File: config.mk
export PLATFORM = sky130hd
export DESIGN_NAME = svm_ctrl
export DESIGN_NICKNAME = d
export VERILOG_FILES = /design/src/hdl/svm_pkg.sv /design/src/hdl/svm_ctrl.sv
export SDC_FILE = /design/constraint.sdc
export NUM_CORES = 1
export LEC_CHECK = 0
export BUFFER_PORTS_ARGS = -buffer_cell sky130_fd_sc_hd__buf_2
export CAP_MARGIN = 25
export CORE_AREA = 2 2 39 41
export DETAILED_ROUTE_END_ITERATION = 8
export DIE_AREA = 0 0 41 43
export GPL_TIMING_DRIVEN = 0
export MAX_ROUTING_LAYER = met4
export PLACE_DENSITY = 0.73
export SKIP_CTS_REPAIR_TIMING = 1
export SLEW_MARGIN = 20
export SYNTH_ARGS = -nofsm -noshare
export SYNTH_HDL_FRONTEND = slang
export SYNTH_SLANG_ARGS = --single-unit
File: constraint.sdc
create_clock -name aclk -period 1.7 [get_ports aclk]
set_input_delay 0.17 -clock aclk [delete_from_list [all_inputs] [get_ports aclk]]
set_output_delay 0.17 -clock aclk [all_outputs]
set_load 0.005 [all_outputs]
File: src/hdl/svm_pkg.sv
// svm_pkg: shared types, codes and constants of the sample voice mixer.
// Used by every module of the block; depends on nothing.
`timescale 1ns / 1ps
`default_nettype none
package svm_pkg;

    localparam int VOICE_SLOTS_DEF  = 32;
    localparam int SAMPLE_WORDS_DEF = 16384;
    localparam int CLIP_ENTRIES_DEF = 64;

    localparam int CMD_W    = 3;
    localparam int SLOT_W   = 5;
    localparam int ADDR_W   = 14;
    localparam int SMP_W    = 16;
    localparam int FRAMES_W = 15;
    localparam int BUS_W    = 2;
    localparam int STEP_W   = 19;
    localparam int GAIN_W   = 16;
    localparam int CNT_W    = 6;
    localparam int CUR_W    = 32;
    localparam int MUTE_W   = 4;
    localparam int PADDR_W  = 5;
    localparam int PDATA_W  = 32;

    localparam logic [15:0] GAIN_UNITY = 16'd32768;

    // tanh table seed: exp(-1/8) and one, both Q30
    localparam logic [63:0] ONE_Q30      = 64'd1073741824;
    localparam logic [63:0] EXP_STEP_Q30 = 64'd947573834;

    typedef enum logic [CMD_W-1:0] {
        CMD_LOAD     = 3'd0,
        CMD_START    = 3'd1,
        CMD_STOP     = 3'd2,
        CMD_PAUSE    = 3'd3,
        CMD_RESUME   = 3'd4,
        CMD_STOP_ALL = 3'd5,
        CMD_RENDER   = 3'd6,
        CMD_UPDATE   = 3'd7
    } cmd_e_t;

    typedef enum logic [2:0] {
        REG_MASTER = 3'd0,
        REG_SFX    = 3'd1,
        REG_MUSIC  = 3'd2,
        REG_SPEECH = 3'd3,
        REG_MUTE   = 3'd4
    } reg_idx_t;

    typedef enum logic [3:0] {
        ST_IDLE,
        ST_EXEC,
        ST_RFETCH,
        ST_RCHECK,
        ST_RWRAP,
        ST_RADDR0,
        ST_RADDR1,
        ST_RMUL,
        ST_RGAIN,
        ST_RSCALE,
        ST_RACC,
        ST_RCLIP,
        ST_RESP
    } state_t;

    typedef struct packed {
        logic [15:0]       master_gain;
        logic [15:0]       sfx_gain;
        logic [15:0]       music_gain;
        logic [15:0]       speech_gain;
        logic [MUTE_W-1:0] mute_mask;
    } cfg_t;

    typedef struct packed {
        logic capture;
        logic exec;
        logic voice_rd;
        logic check;
        logic wrap_step;
        logic finish;
        logic advance;
        logic smp_rd0;
        logic smp_rd1;
        logic mul;
        logic gain;
        logic scale;
        logic accum;
        logic clip;
        logic out_load;
    } ctrl_cmd_t;

    typedef struct packed {
        cmd_e_t cmd;
        logic   vskip;
        logic   vfinish;
        logic   vwrap;
        logic   wrap_last;
        logic   last_voice;
        logic   out_free;
    } dp_status_t;

    // Q30 power exp(-(16+n)/8), rounded half up after every product
    function automatic logic [63:0] clip_pow(input int n);
        logic [63:0] p;
        p = ONE_Q30;
        for (int i = 0; i < 16 + n; i++) begin
            p = (p * EXP_STEP_Q30 + (ONE_Q30 >> 1)) >> 30;
        end
        return p;
    endfunction

endpackage
`default_nettype wire

File: src/hdl/svm_ctrl.sv
// svm_ctrl: sequencer of the mixer; walks commands and the per-voice render steps.
// Depends on svm_pkg.
`timescale 1ns / 1ps
`default_nettype none
module svm_ctrl (
    input  wire logic                  aclk,
    input  wire logic                  aresetn,
    input  wire logic                  s_valid,
    output logic                       s_ready,
    input  wire svm_pkg::dp_status_t   st,
    output svm_pkg::ctrl_cmd_t         cmd
);

    svm_pkg::state_t state_reg, state_next;

    always_ff @(posedge aclk) begin
        if (!aresetn) begin
            state_reg <= svm_pkg::ST_IDLE;
        end else begin
            state_reg <= state_next;
        end
    end

    always_comb begin
        state_next = state_reg;
        case (state_reg)
            svm_pkg::ST_IDLE: begin
                if (s_valid) state_next = svm_pkg::ST_EXEC;
            end
            svm_pkg::ST_EXEC: begin
                if (st.cmd == svm_pkg::CMD_RENDER) state_next = svm_pkg::ST_RFETCH;
                else state_next = svm_pkg::ST_RESP;
            end
            svm_pkg::ST_RFETCH: state_next = svm_pkg::ST_RCHECK;
            svm_pkg::ST_RCHECK: begin
                if (st.vskip || st.vfinish) begin
                    state_next = st.last_voice ? svm_pkg::ST_RCLIP : svm_pkg::ST_RFETCH;
                end else if (st.vwrap) begin
                    state_next = svm_pkg::ST_RWRAP;
                end else begin
                    state_next = svm_pkg::ST_RADDR0;
                end
            end
            svm_pkg::ST_RWRAP: begin
                if (st.wrap_last) state_next = svm_pkg::ST_RADDR0;
            end
            svm_pkg::ST_RADDR0: state_next = svm_pkg::ST_RADDR1;
            svm_pkg::ST_RADDR1: state_next = svm_pkg::ST_RMUL;
            svm_pkg::ST_RMUL:   state_next = svm_pkg::ST_RGAIN;
            svm_pkg::ST_RGAIN:  state_next = svm_pkg::ST_RSCALE;
            svm_pkg::ST_RSCALE: state_next = svm_pkg::ST_RACC;
            svm_pkg::ST_RACC: begin
                state_next = st.last_voice ? svm_pkg::ST_RCLIP : svm_pkg::ST_RFETCH;
            end
            svm_pkg::ST_RCLIP: state_next = svm_pkg::ST_RESP;
            svm_pkg::ST_RESP: begin
                if (st.out_free) state_next = svm_pkg::ST_IDLE;
            end
            default: state_next = svm_pkg::ST_IDLE;
        endcase
    end

    always_comb begin
        cmd     = '0;
        s_ready = 1'b0;
        case (state_reg)
            svm_pkg::ST_IDLE: begin
                s_ready     = 1'b1;
                cmd.capture = s_valid;
            end
            svm_pkg::ST_EXEC:   cmd.exec = (st.cmd != svm_pkg::CMD_RENDER);
            svm_pkg::ST_RFETCH: cmd.voice_rd = 1'b1;
            svm_pkg::ST_RCHECK: begin
                cmd.check   = 1'b1;
                cmd.finish  = st.vfinish;
                cmd.advance = st.vskip || st.vfinish;
            end
            svm_pkg::ST_RWRAP:  cmd.wrap_step = 1'b1;
            svm_pkg::ST_RADDR0: cmd.smp_rd0 = 1'b1;
            svm_pkg::ST_RADDR1: cmd.smp_rd1 = 1'b1;
            svm_pkg::ST_RMUL:   cmd.mul = 1'b1;
            svm_pkg::ST_RGAIN:  cmd.gain = 1'b1;
            svm_pkg::ST_RSCALE: cmd.scale = 1'b1;
            svm_pkg::ST_RACC: begin
                cmd.accum   = 1'b1;
                cmd.advance = 1'b1;
            end
            svm_pkg::ST_RCLIP:  cmd.clip = 1'b1;
            svm_pkg::ST_RESP:   cmd.out_load = st.out_free;
            default: ;
        endcase
    end

endmodule
`default_nettype wire

# Word level (Yosys, flattened, before mapping)
# Index checks and enable logic that the tools add are counted.
word_totals:
  regBits: 4
classes:
  n_eq_ne: 17
  mux: 24
  reduce_logical: 3
ops:
  columns: ["op", "count"]
  rows:
  - ["$pmux 4 s13", 1]
  - ["$mux 4", 6]
  - ["$eq 4x4->1 const B", 5]
  - ["$eq 4x3->1 const B", 4]
  - ["$mux 1", 16]
  - ["$eq 4x2->1 const B", 2]
  - ["$ne 2x2->1 const B", 3]
  - ["$eq 4x1->1 const B", 1]
  - ["$logic_not 4->1", 1]
  - ["$eq 3x3->1 const B", 1]
  - ["$ne 3x3->1 const B", 1]
  - ["$reduce_and 3->1", 1]
  - ["$pmux 1 s2", 1]
  - ["$logic_or 1x1->1", 1]

# Longest topological paths before layout
# Gate-level depths: netlist of run 1.
depth:
  ltp_word: 3
  mapped_depth: 5
  ltp_nobuf: 4

# Worst setup path before layout of run 1
# No wires, ideal clock.
synth_path:
  kind: "register to register"
  startpoint: "reg state_reg[2]"
  endpoint: "reg state_reg[0]"
  setup_time_ps: 73
  arrival_ps: 1198
  t_required_ps: 1627
  path_slack_ps: 429
  path_stages_with_launch: 5
  n_path_buf: 0
  period_less_slack_ps: 1271
  cell_sequence: "dfxtp_1 -> or4_1 -> o22ai_1 -> a31oi_1 -> nor3_2"
synth_between:
  elab_chain_len: 3
synth_rtl:
  columns: ["item", "line", "rtl"]
  rows:
  - ["from (decl)", "svm_ctrl.sv:14", "svm_pkg::state_t state_reg, state_next;"]
  - ["from (signal assigned)", "svm_ctrl.sv:18", "state_reg <= svm_pkg::ST_IDLE;"]
  - ["from (signal assigned)", "svm_ctrl.sv:20", "state_reg <= state_next;"]
  - ["$eq 4x3->1 (tied with other cells)", "svm_ctrl.sv:26", "case (state_reg)"]
  - ["$ne 2x2->1 (no line)", null, null]
  - ["$reduce_and 3->1 (no line)", null, null]
# Parallel ways exist; a longest one is shown, timed or not.
# A chain may end at the register's enable or synchronous reset.

==> impl_metrics.yaml, run 1 <==
outcome:
  status: "finished, final reports clean"
cts:
  cts_sinks: 4
  path_clk_slew_ps: 40
  cts_buffer_depth: 2
  cts_max_level: 1
  cts-root-buf: "clkbuf_4"
  insertion_delay_ps: 240
  cts_tree: "built"
  cts_made_buffers: 3
synth:
  synthSimpleGateAreaFrac: 0.474
  synth_edf_count: 0
  synth_seq_cells: 4
  ys.flop_type: "dfxtp_1"
  ys_seq_area_frac: 0.174
  syn-cell-area_sq_um: 459
  synthMuxAreaShare: 0.0436
  syn_nets: 82
  yosys.area_share.xor_xnor: 0
  synth_warnings: 0
  synth-adder-area-share: 0
  synth.avg_cell_area_sq_um: 6.56
  netlist_instances: 70
  ys_async_sr_fraction: 0
  ys_types: 30
  synth-compound-area-share: 0.221
  synth_top_family_by_area: "simple AND/OR/NAND/NOR gates"
routing:
  drt_iter0_markers: 9
  wl_mm: 1.28
  wl_per_cell_um: 11.1
  antenna_left: 0
  top_layer_used: "met4"
  wl_met3_um: 95
  drtPass1Iterations: 4
  vias: 607
  wl_met1_um: 575
  viasPerCell: 5.28
  wl_met2_um: 594
  drc: 0
floorplan:
  dieHeight_um: 43
  fp-row-count: 14
  io_pins: 28
  die-width_um: 41
  dieArea_sq_um: 1760
  start_util: 0.332
  core-area_sq_um: 1380
pwr:
  power_density_nw_per_um2: 1430
  p_leak_nw: 0.323
  switching_power_uw: 438
  combPwrFrac: 0.666
  ir_drop_uv: 493
  p_sw_frac: 0.481
  clkPwrFrac: 0.133
  cell_internal_pwr_uw: 473
  pwr-share-seq: 0.201
final_layout:
  antenna_cells: 0
  fin_cells: 115
  largest_reg_flops: 4
  nNetsFinal: 113
  post-route-util: 0.459
  drive_above_1_share: 0.384
  fillers: 151
  syn2layout_area_growth_pct: 38.4
worst_hold_path:
  hold_depth: 2
  worst_hold_path_type: "input pin to flip-flop"
  min_to: "state_reg[2]"
  min_from: "aresetn"
placement:
  dp_hpwl_um: 995
  portBuffers: 27
  place_inst: 113
  place.gp.congestion: 0.763
worst_setup_path:
  crit_fanout: 10
  r2r-start: "state_reg[2]"
  cp_data_arrival_time_ps: 1430
  r2r-end: "state_reg[0]"
  cp-start-kind: "flip-flop"
  rr_worst_depth: 4
  path_class: "flip-flop to output port"
  cp.required_ps: 1530
  setup.worst_path.end_class: "output port"
  r2r_setup_slack_ps: 340
run:
  maxCapViolations: 0
global_routing:
  grt.total_usage: 0.160
  antenna_found_initial: 0
  gr-total-overflow: 0
  grt_pass1_wl_mm: 1.88
  grt_max_degree: 11
  first_global_vias: 472
timing:
  post-route-min-period_ps: 1600
  setup-violations-final: 0
  grt_setup_unrepaired: "no"
  setup_tns_ps: 0
  tightestPinTransition_ps: 303
  hold_violations: 0
  slew_headroom: 0.796
  slew_viol_final: 0
  post-route-period-util: 0.939
  fin_worst_skew_ps: 4.10
  fmax_ghz: 0.626
[power groups by stage]
stage,combinational [mW],sequential (mW),clock [mW]
after floorplan,0.441,0.165,0
after global placement,0.606,0.179,0
after detailed placement,0.614,0.179,0
after CTS,0.615,0.178,0.128
after global routing,0.684,0.188,0.137
final,0.607,0.183,0.121
[logic make-up (layout without fill, tap and decap cells)]
kind of cell    after synthesis  count (layout)
flops                         4               4
compound gates               15              15
buf+inv                       9              38
mux                           2               2
simple gates                 40              40
[cells in the mapped netlist, types with 2 or more instances]
cell type,instances,area share
nor2_1,10,0.082
nand2_1,6,0.049
nor3_1,6,0.065
buf_2,5,0.054
dfxtp_1,4,0.17
a31oi_1,3,0.041
and2_1,3,0.041
inv_1,3,0.025
nand2b_1,3,0.041
nand3b_1,3,0.049
o21ai_0,3,0.033
mux2i_1,2,0.044
nor4_1,2,0.027
[metrics by stage]
stage | setup WS [ps] | hold WS (ps) | instance area (sq um) | total power, mW
after floorplan | 429 | 280 | 459 | 0.606
after global placement | 310 | 402 | 614 | 0.785
after detailed placement | 308 | 399 | 614 | 0.794
after CTS | 40.7 | 150 | 637 | 0.921
after global routing | 19.3 | 158 | 636 | 1.01
final | 104 | 154 | 636 | 0.911
[metal layers]
layer | global-route usage | up-vias
met4 | 0.0600 | 0
met3 | 0.0628 | 2
met2 | 0.244 | 24
met1 | 0.183 | 267
li1 | - | 314
met5 | - | -
[final cells by class]
cell class	count	area (sq um)	share of cell area
timing repair buffer	27	135	0.213
inverter	4	15.0	0.0236
clock buffer	3	22.5	0.0354
buffer	4	22.5	0.0354
sequential	4	81.3	0.128
tap	16	20.0	0.0315
multi-input combinational	57	339	0.533
[worst max-delay path: stages (launching register included)]
cell     delay (ps)
dfxtp_1         440
buf_2           270
mux2i_1         230
and2_1          140
buf_2           100
[worst max path at each step]
stage	from	endpoint	slack, ps
floorplan	state_reg[2]	state_reg[0]	430
global placement	state_reg[2]	cmd[9]	310
detailed placement	state_reg[2]	cmd[9]	310
CTS	state_reg[2]	cmd[9]	40
global route	state_reg[3]	cmd[8]	20
finish	state_reg[3]	cmd[8]	100
[cells in the final DEF (no fill, tap or decap), types with 2 or more instances in the layout]
| cell | count |
|---|---|
| a31oi_1 | 3 |
| and2_1 | 3 |
| buf_2 | 30 |
| clkbuf_4 | 4 |
| dfxtp_1 | 3 |
| inv_1 | 3 |
| mux2i_1 | 2 |
| nand2_1 | 6 |
| nand2b_1 | 3 |
| nand3b_1 | 3 |
| nor2_1 | 10 |
| nor3_1 | 6 |
| nor4_1 | 2 |
| o21ai_0 | 3 |
Power figures use the tool's default switching activity.
==> run 2, diff against run 1 <==
Settings changed: CELL_PAD_IN_SITES_DETAIL_PLACEMENT set to 0, CELL_PAD_IN_SITES_GLOBAL_PLACEMENT set to 2, CORE_AREA 2 2 39 41 to unset, CORE_ASPECT_RATIO set to 1.25, CORE_UTILIZATION set to 19, DIE_AREA 0 0 41 43 to unset, PLACE_DENSITY 0.73 to 0.81, SLEW_MARGIN 20 to 5.
==> impl_metrics.yaml, run 2 (synthesis gave the netlist of run 1 again) <==
outcome:
  status: "finished, final reports clean"
placement:
  place.gp.congestion: 0.819
  dp_worst_setup_slack_ps: 253
  dpl-instance-area_sq_um: 633
  dp_hpwl_mm: 1.18
  place_inst: 128
  portBuffers: 27
floorplan:
  dieArea_sq_um: 2620
  die-width_um: 46.0
  fp-row-count: 19
  core-area_sq_um: 2230
  dieHeight_um: 57.0
  io_pins: 28
  start_util: 0.205
global_routing:
  antenna_found_initial: 0
  grt_max_degree: 11
  gr-total-overflow: 0
  grt.total_usage: 0.125
  grt_pass1_wl_mm: 2.37
  first_global_vias: 544
pwr:
  p_total_uw: 948
  combPwrFrac: 0.683
  ir_drop_uv: 468
  power_density_nw_per_um2: 1430
  switching_power_uw: 454
  p_sw_frac: 0.479
  p_leak_nw: 0.329
  cell_internal_pwr_uw: 494
  pwr-share-seq: 0.192
  clkPwrFrac: 0.124
timing:
  grt_setup_unrepaired: "no"
  fin_worst_skew_ps: 2.21
  fmax_ghz: 0.620
  post-route-min-period_ps: 1610
  hold_violations: 0
  fin_hold_ws_ps: 181
  setup-violations-final: 0
  tightestPinTransition_ps: 289
  slew_viol_final: 0
  post-route-period-util: 0.949
  slew_headroom: 0.806
  fin_ws_ps: 86.5
  setup_tns_ps: 0
worst_setup_path:
  critPathLaunch: "state_reg[0]"
  cp_data_arrival_time_ps: 1440
  setup.worst_path.end_class: "output port"
  cp_slowest_cell: "dfxtp_1"
  path_class: "flip-flop to output port"
  rr_worst_depth: 4
  crit_fanout: 10
  critPathMaxStageDelay_ps: 290
  path_common_cell: "buf_2"
  cp.required_ps: 1530
  r2r-start: "state_reg[2]"
  cp-start-kind: "flip-flop"
  worstPathCellList: "buf_2 > buf_4 > nand2_1 > nor2_1 > and2_1 > buf_2"
final_layout:
  post-route-util: 0.297
  fin_area_sq_um: 664
  fillers: 281
  multi_input_area_sq_um: 339
  drive_above_1_share: 0.390
  layout_commonest_cell: "buf_2"
  nNetsFinal: 114
  syn2layout_area_growth_pct: 44.7
  ff_latch_area_sq_um: 81.3
  fin_cells: 131
  antenna_cells: 0
  largest_reg_flops: 4
  layout_common_cells: "buf_2 (29), nor2_1 (10), nand2_1 (6), nor3_1 (6)"
routing:
  drt_iter0_markers: 3
  wl_mm: 1.51
  viasPerCell: 4.65
  vias: 609
  wl_per_cell_um: 11.5
  antenna_left: 0
  drtPass1Iterations: 4
  drc: 0
run:
  maxCapViolations: 0
cts:
  path_clk_slew_ps: 40
  insertion_delay_ps: 230
  cts-root-buf: "clkbuf_4"
  cts_sinks: 4
  cts_max_level: 1
  cts_tree: "built"
  cts_buffer_depth: 2
  cts_made_buffers: 3
worst_hold_path:
  min_from: "aresetn"
  hold_depth: 2
  worst_hold_path_type: "input pin to flip-flop"
[run 2: cell types whose count changed in the layout (fill, tap and decap cells not counted), sizes merged]
cell | before | now
buf | 30 | 32
clkbuf | 4 | 3
[run 2: layout make-up]
class                   instances  area share
multi-input cells              57       0.510
repair buffers                 27       0.203
flip-flops and latches          4       0.122
well taps                      31      0.0584
plain buffers                   5      0.0490
clock buffers                   3      0.0339
inverters                       4      0.0226
[run 2: routing by layer]
layer	vias up	routed length, um	track usage
met4	0	19	0.0504
met1	276	684	0.166
met2	17	748	0.185
met3	4	54	0.0190
li1	312	-	-
met5	-	0	-
[run 2: power by group through the flow]
stage	clock network (mW)	registers, mW	logic, mW
detailed placement	0	0.178	0.634
CTS	0.120	0.177	0.638
global placement	0	0.181	0.634
finish	0.118	0.182	0.647
floorplan	0	0.165	0.441
global route	0.130	0.188	0.736
[run 2: critical path: cells and delay by family, from the launching register on]
family / cells / cell delay (ps)
AND/OR/NAND/NOR: 3 / 420
flip-flops: 1 / 290
buffers and inverters: 3 / 500
[run 2: final timing paths]
path	to	slack (ps)
min reg2reg	state_reg[1]	700
max	cmd[9]	90
max reg2reg	state_reg[0]	320
min	state_reg[2]	180
